--- config.mk ---
export PLATFORM = sky130hd
export DESIGN_NAME = dct_8x8_forward
export DESIGN_NICKNAME = d
export VERILOG_FILES = /design/src/hdl/dct8_pkg.sv /design/src/hdl/dct_8x8_forward.sv
export SDC_FILE = /design/constraint.sdc
export NUM_CORES = 2
export LEC_CHECK = 0
export BUFFER_PORTS_ARGS = -buffer_cell sky130_fd_sc_hd__clkbuf_2
export CORE_ASPECT_RATIO = 1.25
export CORE_MARGIN = 2
export CORE_UTILIZATION = 25
export CTS_BUF_LIST = sky130_fd_sc_hd__clkbuf_8
export DETAILED_ROUTE_END_ITERATION = 10
export GPL_ROUTABILITY_DRIVEN = 0
export MAX_ROUTING_LAYER = met4
export SLEW_MARGIN = 20
export SYNTH_ARGS = -nofsm -noshare
export SYNTH_HDL_FRONTEND = slang
export SYNTH_SLANG_ARGS = --single-unit
--- constraint.sdc ---
create_clock -name clk -period 16.9 [get_ports clk]
set_input_delay 0.845 -clock clk [delete_from_list [all_inputs] [get_ports clk]]
set_output_delay 0.845 -clock clk [all_outputs]
set_load 0.03 [all_outputs]
--- src/hdl/dct8_pkg.sv ---
// Types, constants and basis table of the 8x8 forward DCT.
`default_nettype none
package dct8_pkg;

  localparam int N          = 8;
  localparam int AREA       = N * N;
  localparam int SAMP_W     = 8;
  localparam int BASIS_W    = 22;
  localparam int ACC_W      = 56;
  localparam int COEF_W     = 12;
  localparam int FRAC_SHIFT = 42;
  localparam int Q_W        = ACC_W - FRAC_SHIFT;

  typedef logic signed [BASIS_W-1:0] basis_t;

  typedef enum logic [4:0] {
    S_LOAD  = 5'b00001,
    S_FETCH = 5'b00010,
    S_SER   = 5'b00100,
    S_OUT   = 5'b01000,
    S_SPARE = 5'b10000
  } state_t;

  // cos(r*pi/16) in Q20 for r in 0..8
  function automatic basis_t cos_quad(input logic [3:0] r);
    basis_t c;
    unique case (r)
      4'd0:    c = 22'sd1048576;
      4'd1:    c = 22'sd1028428;
      4'd2:    c = 22'sd968758;
      4'd3:    c = 22'sd871859;
      4'd4:    c = 22'sd741455;
      4'd5:    c = 22'sd582558;
      4'd6:    c = 22'sd401273;
      4'd7:    c = 22'sd204567;
      default: c = 22'sd0;
    endcase
    return c;
  endfunction

  // cos(k*pi/16) in Q20 for k mod 32, folded by quadrant
  function automatic basis_t cos_idx(input logic [4:0] k);
    basis_t c;
    if (k <= 5'd8) begin
      c = cos_quad(k[3:0]);
    end else if (k <= 5'd16) begin
      c = -cos_quad(4'(5'd16 - k));
    end else if (k <= 5'd24) begin
      c = -cos_quad(4'(k - 5'd16));
    end else begin
      c = cos_quad(4'(6'd32 - {1'b0, k}));
    end
    return c;
  endfunction

  // b(u,x) in Q20, with the DC row scaled by 1/sqrt2
  function automatic basis_t basis(input logic [2:0] u, input logic [2:0] x);
    logic [4:0] k;
    // wrap the angle index mod 32
    k = {1'b0, x, 1'b1} * {2'b00, u};
    if (u == 3'd0) begin
      return 22'sd741455;
    end
    return cos_idx(k);
  endfunction

endpackage
`default_nettype wire

--- src/hdl/dct_8x8_forward.sv ---
// Top level of the 8x8 forward DCT with a bit-serial multiply-accumulate.
//
// Usage: drive in_sample with start high while busy is low; each such
// transfer stores one sample of the block in raster order. On the 64th
// sample busy rises and the block computes the 64 coefficients in raster
// order (u, then v). Each coefficient appears on out_coefficient for one
// cycle with out_valid high; out_last marks the 64th. The receiver cannot
// stall the block, so results are lost if not captured.
// Schedule: one coefficient sums 64 products; each product passes a fetch
// state (store read and basis multiply) and then a serial state that shifts
// the sample one bit a cycle into the accumulator; an output state then
// registers the coefficient. The bit-serial accumulator sets the compute
// time. busy falls with the last coefficient and the next block may load
// at once.
// Reset: rst_n low clears the load count and the state; the sample store
// holds no reset value and is always written before it is read.
`default_nettype none
module dct_8x8_forward
  import dct8_pkg::*;
(
  input  wire logic                     clk,
  input  wire logic                     rst_n,
  input  wire logic                     start,
  output logic                          busy,
  input  wire logic [SAMP_W-1:0]        in_sample,
  output logic                          out_valid,
  output logic signed [COEF_W-1:0]      out_coefficient,
  output logic                          out_last
);

  logic [SAMP_W-1:0] store_mem [AREA];

  state_t            state_r, state_nxt;
  logic [5:0]        load_r, load_nxt;
  logic [5:0]        coef_r, coef_nxt;
  logic [5:0]        term_r, term_nxt;
  logic [2:0]        bit_r, bit_nxt;
  logic [SAMP_W-1:0] samp_r;
  logic signed [ACC_W-1:0] prod_r, acc_r;
  logic              valid_r, last_r;
  logic signed [COEF_W-1:0] coef_out_r;

  logic              accept;
  logic signed [2*BASIS_W-1:0] prod_full;
  logic [ACC_W-1:0]  mag;
  logic [Q_W-1:0]    q;
  logic signed [COEF_W-1:0] coef_val;

  assign accept    = start && (state_r == S_LOAD);
  assign busy      = (state_r != S_LOAD);
  assign prod_full = basis(coef_r[5:3], term_r[5:3]) * basis(coef_r[2:0], term_r[2:0]);

  // round the magnitude toward zero, then saturate
  assign mag = acc_r[ACC_W-1] ? ACC_W'(-acc_r) : ACC_W'(acc_r);
  assign q   = mag[ACC_W-1:FRAC_SHIFT];
  always_comb begin
    if (acc_r[ACC_W-1]) begin
      coef_val = (q > Q_W'(2048)) ? COEF_W'(12'h800) : COEF_W'(Q_W'(0) - q);
    end else begin
      coef_val = (q > Q_W'(2047)) ? COEF_W'(12'h7FF) : COEF_W'(q);
    end
  end

  always_comb begin
    state_nxt = state_r;
    load_nxt  = load_r;
    coef_nxt  = coef_r;
    term_nxt  = term_r;
    bit_nxt   = bit_r;
    unique case (state_r)
      S_LOAD: begin
        if (accept) begin
          load_nxt = load_r + 6'd1;
          if (load_r == 6'(AREA - 1)) begin
            state_nxt = S_FETCH;
            coef_nxt  = '0;
            term_nxt  = '0;
          end
        end
      end
      S_FETCH: begin
        bit_nxt   = '0;
        state_nxt = S_SER;
      end
      S_SER: begin
        bit_nxt = bit_r + 3'd1;
        if (bit_r == 3'(SAMP_W - 1)) begin
          term_nxt  = term_r + 6'd1;
          state_nxt = (term_r == 6'(AREA - 1)) ? S_OUT : S_FETCH;
        end
      end
      S_OUT: begin
        coef_nxt  = coef_r + 6'd1;
        state_nxt = (coef_r == 6'(AREA - 1)) ? S_LOAD : S_FETCH;
      end
      default: begin
        state_nxt = S_LOAD;
      end
    endcase
  end

  always_ff @(posedge clk) begin
    if (!rst_n) begin
      state_r <= S_LOAD;
      load_r  <= '0;
      coef_r  <= '0;
      term_r  <= '0;
      bit_r   <= '0;
      valid_r <= 1'b0;
      last_r  <= 1'b0;
    end else begin
      state_r <= state_nxt;
      load_r  <= load_nxt;
      coef_r  <= coef_nxt;
      term_r  <= term_nxt;
      bit_r   <= bit_nxt;
      valid_r <= (state_r == S_OUT);
      last_r  <= (state_r == S_OUT) && (coef_r == 6'(AREA - 1));
    end
  end

  // store, sample and product shift registers, accumulator and output register
  always_ff @(posedge clk) begin
    if (accept) begin
      store_mem[load_r] <= in_sample;
    end
    if (state_r == S_FETCH) begin
      samp_r <= store_mem[term_r];
      prod_r <= ACC_W'(prod_full);
    end else if (state_r == S_SER) begin
      samp_r <= samp_r >> 1;
      prod_r <= prod_r <<< 1;
    end
    if ((accept && load_r == 6'(AREA - 1)) || state_r == S_OUT) begin
      acc_r <= '0;
    end else if (state_r == S_SER && samp_r[0]) begin
      acc_r <= acc_r + prod_r;
    end
    if (state_r == S_OUT) begin
      coef_out_r <= coef_val;
    end
  end

  assign out_valid       = valid_r;
  assign out_last        = last_r;
  assign out_coefficient = coef_out_r;

endmodule
`default_nettype wire

Word-level counts from Yosys, hierarchy flattened
Memory sizes are Yosys's and may differ from the RTL's. A register that Yosys moved wholly into a read port is not among the register bits.
Cells that the tools add are included.

word-level totals
  register bits after elaboration = 160
  bits in writable memories = 512
  bits in read-only memories = 1344
  bits of input ports = 11
  output and inout port bits = 15
  memories kept = 9

operators by class
  $add $sub $neg = 17
  multipliers = 3
  $lt $le $gt $ge = 8
  equal/unequal tests = 12
  mux-type cells = 58
  reductions and logical operators = 14

memories
  name              depth  width  rd ports  clocked after Yosys merged registers in  write ports  line                   source
  store_mem         64     8      1         1                                        1            dct_8x8_forward.sv:31  logic [SAMP_W-1:0] store_mem [AREA];
  (name not given)  8      21     1         0                                        0            dct8_pkg.sv:27         unique case (r)
  (name not given)  8      21     1         0                                        0            dct8_pkg.sv:27
  (name not given)  8      21     1         0                                        0            dct8_pkg.sv:27
  (name not given)  8      21     1         0                                        0            dct8_pkg.sv:27
  (name not given)  8      21     1         0                                        0            dct8_pkg.sv:27
  3 more memories   --     --     --        --                                       --           --

operator list
  kind                   number
  $mux 22                32
  $mux 56                3
  $neg 22->22            4
  $add 56x56->56         1
  $neg 56->56            1
  $mul 22x22->44         1
  $mux 12                3
  $mux 6                 5
  $pmux 6 s2             2
  $le 5x5->1 const B     4
  $pmux 5 s4             1
  $add 6x1->6 const B    3
  $eq 6x6->1 const B     3
  $mux 8                 2
  $sub 1x4->4 const A    4
  $mux 5                 3
  $gt 14x11->1 const B   1
  $gt 14x12->1 const B   1
  $sub 1x12->12 const A  1
  $le 5x4->1 const B     2
  $mul 4x3->5            2
  $sub 4x1->4 const B    2
  $logic_not 3->1        2
  $pmux 3 s2             1
  other kinds (18)       28

Longest topological paths before layout
An unclocked memory read counts as a cell.

  word-level depth = 15
  mapped depth = 49
  gate-level depth less buffers = 41

Worst setup path after synthesis
No wires, ideal clock.

  path kind = flip-flop to flip-flop
  from = register coef_r[3]
  to = register prod_r[45] (data pin)
  library setup time = 0.271 ns
  arrival time = 11.401 ns
  required time = 16.629 ns
  setup slack = 5.228 ns
  cell stages (with the launch flop) = 48
  buffers on the path = 12
  period minus slack after synthesis = 11.672 ns
  cell sequence = dfxtp_1 -> buf_2 -> clkbuf_1 -> clkbuf_1 -> clkbuf_1 -> nand2_1 -> fa_1 -> inv_1 -> ha_1 -> inv_1 -> fa_1 -> clkbuf_1 -> clkbuf_1 -> buf_1 -> clkbuf_1 -> nand2_1 -> ha_1 -> clkbuf_1 -> (+12 left out) -> fa_1 -> fa_1 -> inv_1 -> fa_1 -> fa_1 -> ha_1 -> buf_2 -> a2111oi_0 -> o21ai_0 -> o2111ai_1 -> o211a_1 -> o2111ai_1 -> a311oi_2 -> o21ai_1 -> nor4_2 -> or4_4 -> buf_2 -> nand3_1

on the way
  word-level cells in the longest chain between the ends = 15
  elaborated cells between the ends (all ways) = 32

RTL lines
  item                    line                    source
  from (decl)             dct_8x8_forward.sv:35   logic [5:0] coef_r, coef_nxt;
  from (signal assigned)  dct_8x8_forward.sv:114  coef_r <= coef_nxt;
  $mul 4x3->5             dct8_pkg.sv:60          k = {1'b0, x, 1'b1} * {2'b00, u};
  $sub 4x1->4             dct8_pkg.sv:49          c = -cos_quad(4'(k - 5'd16));
  $mem_v2 8x21            --
  $mux 22                 dct8_pkg.sv:27
  $mux 22                 dct8_pkg.sv:48          end else if (k <= 5'd24) begin
  $mux 22                 dct8_pkg.sv:46          end else if (k <= 5'd16) begin
  $mux 22                 dct8_pkg.sv:44          if (k <= 5'd8) begin
  $mux 22                 dct8_pkg.sv:64          return cos_idx(k);
  $neg 22->22             dct8_pkg.sv:49
  $mux 22                 dct8_pkg.sv:48
  $mux 22                 dct8_pkg.sv:46
  $mux 22                 dct8_pkg.sv:44
  $mux 22 *               dct8_pkg.sv:64
  $mul 22x22->44 *        dct_8x8_forward.sv:51   assign prod_full = basis(coef_r[5:3], term_r[5:3]) * basis(coef_r[2:0], term_r[2:0]);
  $mux 56 *               dct_8x8_forward.sv:127  if (state_r == S_FETCH) begin
  to (signal assigned)    dct_8x8_forward.sv:129  prod_r <= ACC_W'(prod_full);
  to (signal assigned)    dct_8x8_forward.sv:132  prod_r <= prod_r <<< 1;
  to (decl)               dct_8x8_forward.sv:39   logic signed [ACC_W-1:0] prod_r, acc_r;

Every way passes the cells marked *; elsewhere a longest branch is shown, timed or not. The select of a mux whose other input is x is not followed.
A chain may end at the register's enable or synchronous reset.

Final worst setup path
  from = register coef_r[0]
  to = register prod_r[45] (data pin)

The elaborated chain is that of the path after synthesis.

==> flow_metrics.py <==
metrics = {
    "placed_design": {
        "port-buffer-count": 25,
        "hpwl_um": 93600,
    },
    "power_and_ir_drop": {
        "seq_power_share_pct": 56.0,
        "powerDensity_mw_per_mm2": 58.0,
        "p_clk_share_pct": 42.4,
        "ir_drop_mv": 0.103,
        "pwr-share-comb_pct": 1.7,
        "p_sw_uw": 733,
        "switching_share_pct": 22.5,
        "leakage_uw": 0.0219,
        "power.internal_uw": 2520,
    },
    "timing": {
        "worst_pin_slew_ns": 1.15,
        "slew_violations": 0,
        "skew_ns": 0.0440,
        "hold_viol_final": 0,
        "slew_headroom_pct": 23.3,
        "fin_crit_sh_pct": 79.7,
        "setup_viol": 0,
        "tns_ns": 0,
        "finalCriticalPeriod_ns": 13.48,
        "grt_setup_unrepaired": "false",
        "max_freq_ghz": 0.0742,
    },
    "floorplan": {
        "die_h_um": 508,
        "initial_core_util_pct": 25.2,
        "die_area_mm2": 0.207,
        "core-area_mm2": 0.201,
        "io_pins": 26,
        "fp.dieW_um": 407,
        "num_rows": 184,
    },
    "synthesis": {
        "async_reset_ff_share_pct": 0,
        "syn_nets": 5274,
        "synthTopCellsByCount": "nand2_1 (676), edfxtp_1 (588), inv_1 (557), fa_1 (509), nor2_1 (288)",
        "synth_enable_flop_cells": 588,
        "ys_ff_latch": 677,
        "synth_top_cell_by_area": "edfxtp_1",
        "yosysMostFrequentCell": "nand2_1",
        "synthesis.area_mm2": 0.0508,
        "ys.flop_type": "edfxtp_1",
        "synth_cell_types": 95,
        "yosysSeqAreaShare_pct": 38.3,
        "synth_top_area_share_pct": 34.8,
        "avgSynthCellArea_um2": 11.2,
        "syn-instance-count": 4540,
        "ys.warnings.count": 0,
        "synth.area.top_cells": "edfxtp_1 (35%), fa_1 (20%), mux4_2 (7.5%)",
    },
    "grt": {
        "overflow": 0,
        "antenna_found_initial": 3,
        "grt_pass1_vias": 35800,
        "grt_max_degree": 75,
        "grt_first_pass_wirelength_um": 203000,
        "track_usage_pct": 12.8,
    },
    "layout": {
        "drive_above_1_share_pct": 10.6,
        "nets": 5245,
        "areaGrowthSynthToFinish_pct": 10.5,
        "fillerInstances": 20800,
        "fin_util_pct": 27.8,
    },
    "route": {
        "drt-initial-drc-count": 2824,
        "viasPerCell": 4.70,
        "wl_per_cell_um": 17.6,
        "wl_met2_um": 66100,
        "first_pass_iters": 6,
        "wirelength_um": 129000,
        "drc": 0,
        "ant_nets": 0,
        "highest_layer": "met4",
        "wl_met3_um": 7460,
        "m1WireLength_um": 51500,
        "vias": 34300,
    },
    "worst_setup_path": {
        "cpLargestDelayFamily": "adder cells",
        "critPathMaxFanout": 30,
        "cp_slowest_stage_delay_ns": 1.07,
        "slowest_stage": "fa_1",
        "cp.required_ns": 17.55,
        "crit_top_cell": "fa_1",
        "arrival_ns": 14.12,
        "path_class": "flop to flop",
        "startpoint_type": "flop",
        "end_kind": "flop",
        "path_buf_inv": 8,
    },
    "clock_tree": {
        "cts_buffer_depth": 3,
        "clk_pin_slew_ns": 0.07,
        "cts_max_level": 3,
        "clock-sinks": 677,
        "cts_resized": 0,
        "cts_made_buffers": 106,
        "ctsHoldBuffers": 0,
        "root_buffer": "clkbuf_8",
        "post_cts_buffers": 0,
        "cts_tree": "yes",
        "worst_skew_pair.late_latency_ns": 0.81,
    },
    "status": {
        "outcome": "completed",
    },
    "flow_run": {
        "max-cap-violations": 0,
    },
    "hold_path": {
        "hold_path.class": "input pin to flop",
    },
}
## tightest hold or removal path: cells and delay by family
kind | cells | cell delay [ns]
buf+inv | 1 | 0.11
simple gates | 1 | 0.09
compound gates | 1 | 0.05
## per-layer routing
layer | up-vias | global-route usage, %
li1 | 15500 | -
met1 | 17400 | 15.2
met2 | 1147 | 22.5
met3 | 247 | 1.75
met4 | 0 | 3.81
met5 | - | -
## metrics by stage
stage          instances  total power, µW  area (µm²)  hold slack [ns]  setup slack, ns
3_5_place_dp        7100             1910       54000            0.471             3.50
5_1_grt             7296             3360       56100            0.312             2.65
4_1_cts             7294             3290       56100            0.271             3.47
2_1_floorplan       4540             1880       50800            0.448             5.23
6_report            7296             3260       56100            0.336             3.42
3_3_place_gp        7100             1910       54000            0.459             3.81
## state kept, by name, summed over array words and instances (netlist names), named ones only
signal           cells
term_r               6
coef_r               6
out_coefficient     12
store_mem          512
acc_r               56
bit_r                3
prod_r              56
load_r               6
samp_r               8
state_r              4
out_valid            1
out_last             1
## cells by family after synthesis
logic type | share of synthesized area (%)
AO/OA/AOI/OAI | 8.32
XOR/XNOR | 2.63
adder cells (fa/ha/maj) | 25.3
buffers and inverters | 6.00
flip-flops | 38.3
multiplexers | 7.59
AND/OR/NAND/NOR | 11.8
## cell usage in the layout (no fill, tap or decap), types with 7 or more instances in the layout
cell	Yosys	layout
xor2_1	56	56
edfxtp_1	588	588
dfxtp_1	89	86
clkinv_2	1	12
nor4_1	12	12
a21oi_1	226	223
o21ai_0	167	163
nand2b_1	28	28
clkbuf_2	1	25
nand3b_1	7	7
ha_1	214	214
a31oi_1	32	32
inv_1	557	593
clkinv_1	2	17
nor2_1	288	287
a21o_1	42	42
a221oi_1	15	15
or3_1	18	18
nand2_1	676	674
nand3_1	80	80
and2_1	58	57
fa_1	509	509
nor3_1	40	40
clkbuf_8	0	120
a211oi_1	29	24
mux4_2	168	168
o22ai_1	15	15
nor2b_1	54	54
o21bai_1	19	19
o211ai_1	19	19
o21a_1	13	13
xnor2_1	84	84
o31ai_1	12	11
or2_2	11	11
buf_4	1	71
nand4_1	23	23
and3_1	19	19
a21oi_2	4	7
o21ai_1	7	10
a211oi_2	3	8
## power groups by stage
stage,Clock (µW),Sequential (µW),Combinational (µW)
final,1380,1820,54.2
after global routing,1480,1820,58.6
after CTS,1410,1820,54.9
after detailed placement,0,1860,54.7
after global placement,0,1860,52.2
after floorplan,0,1860,19.1
## path summary, 6_finish.rpt
check	endpoint	start	slack, ns	depth (start not counted)
setup / recovery	prod_r[45]	coef_r[0]	3.42	37
hold / removal	load_r[1]	start	0.34	3
setup reg to reg	prod_r[45]	coef_r[0]	3.42	37
hold reg to reg	acc_r[10]	acc_r[10]	0.48	2
## final cells by class
| cell class | instances | area, µm² | share of cell area, % |
|---|---|---|---|
| inverter | 560 | 2100 | 3.75 |
| antenna | 2 | 5.00 | 0.00892 |
| timing repair buffer | 96 | 658 | 1.17 |
| multi-input combinational | 3070 | 28400 | 50.6 |
| tap | 2697 | 3370 | 6.02 |
| sequential | 677 | 19400 | 34.7 |
| clock inverter | 74 | 453 | 0.807 |
| clock buffer | 120 | 1650 | 2.94 |
Power figures use the tool's default switching activity.
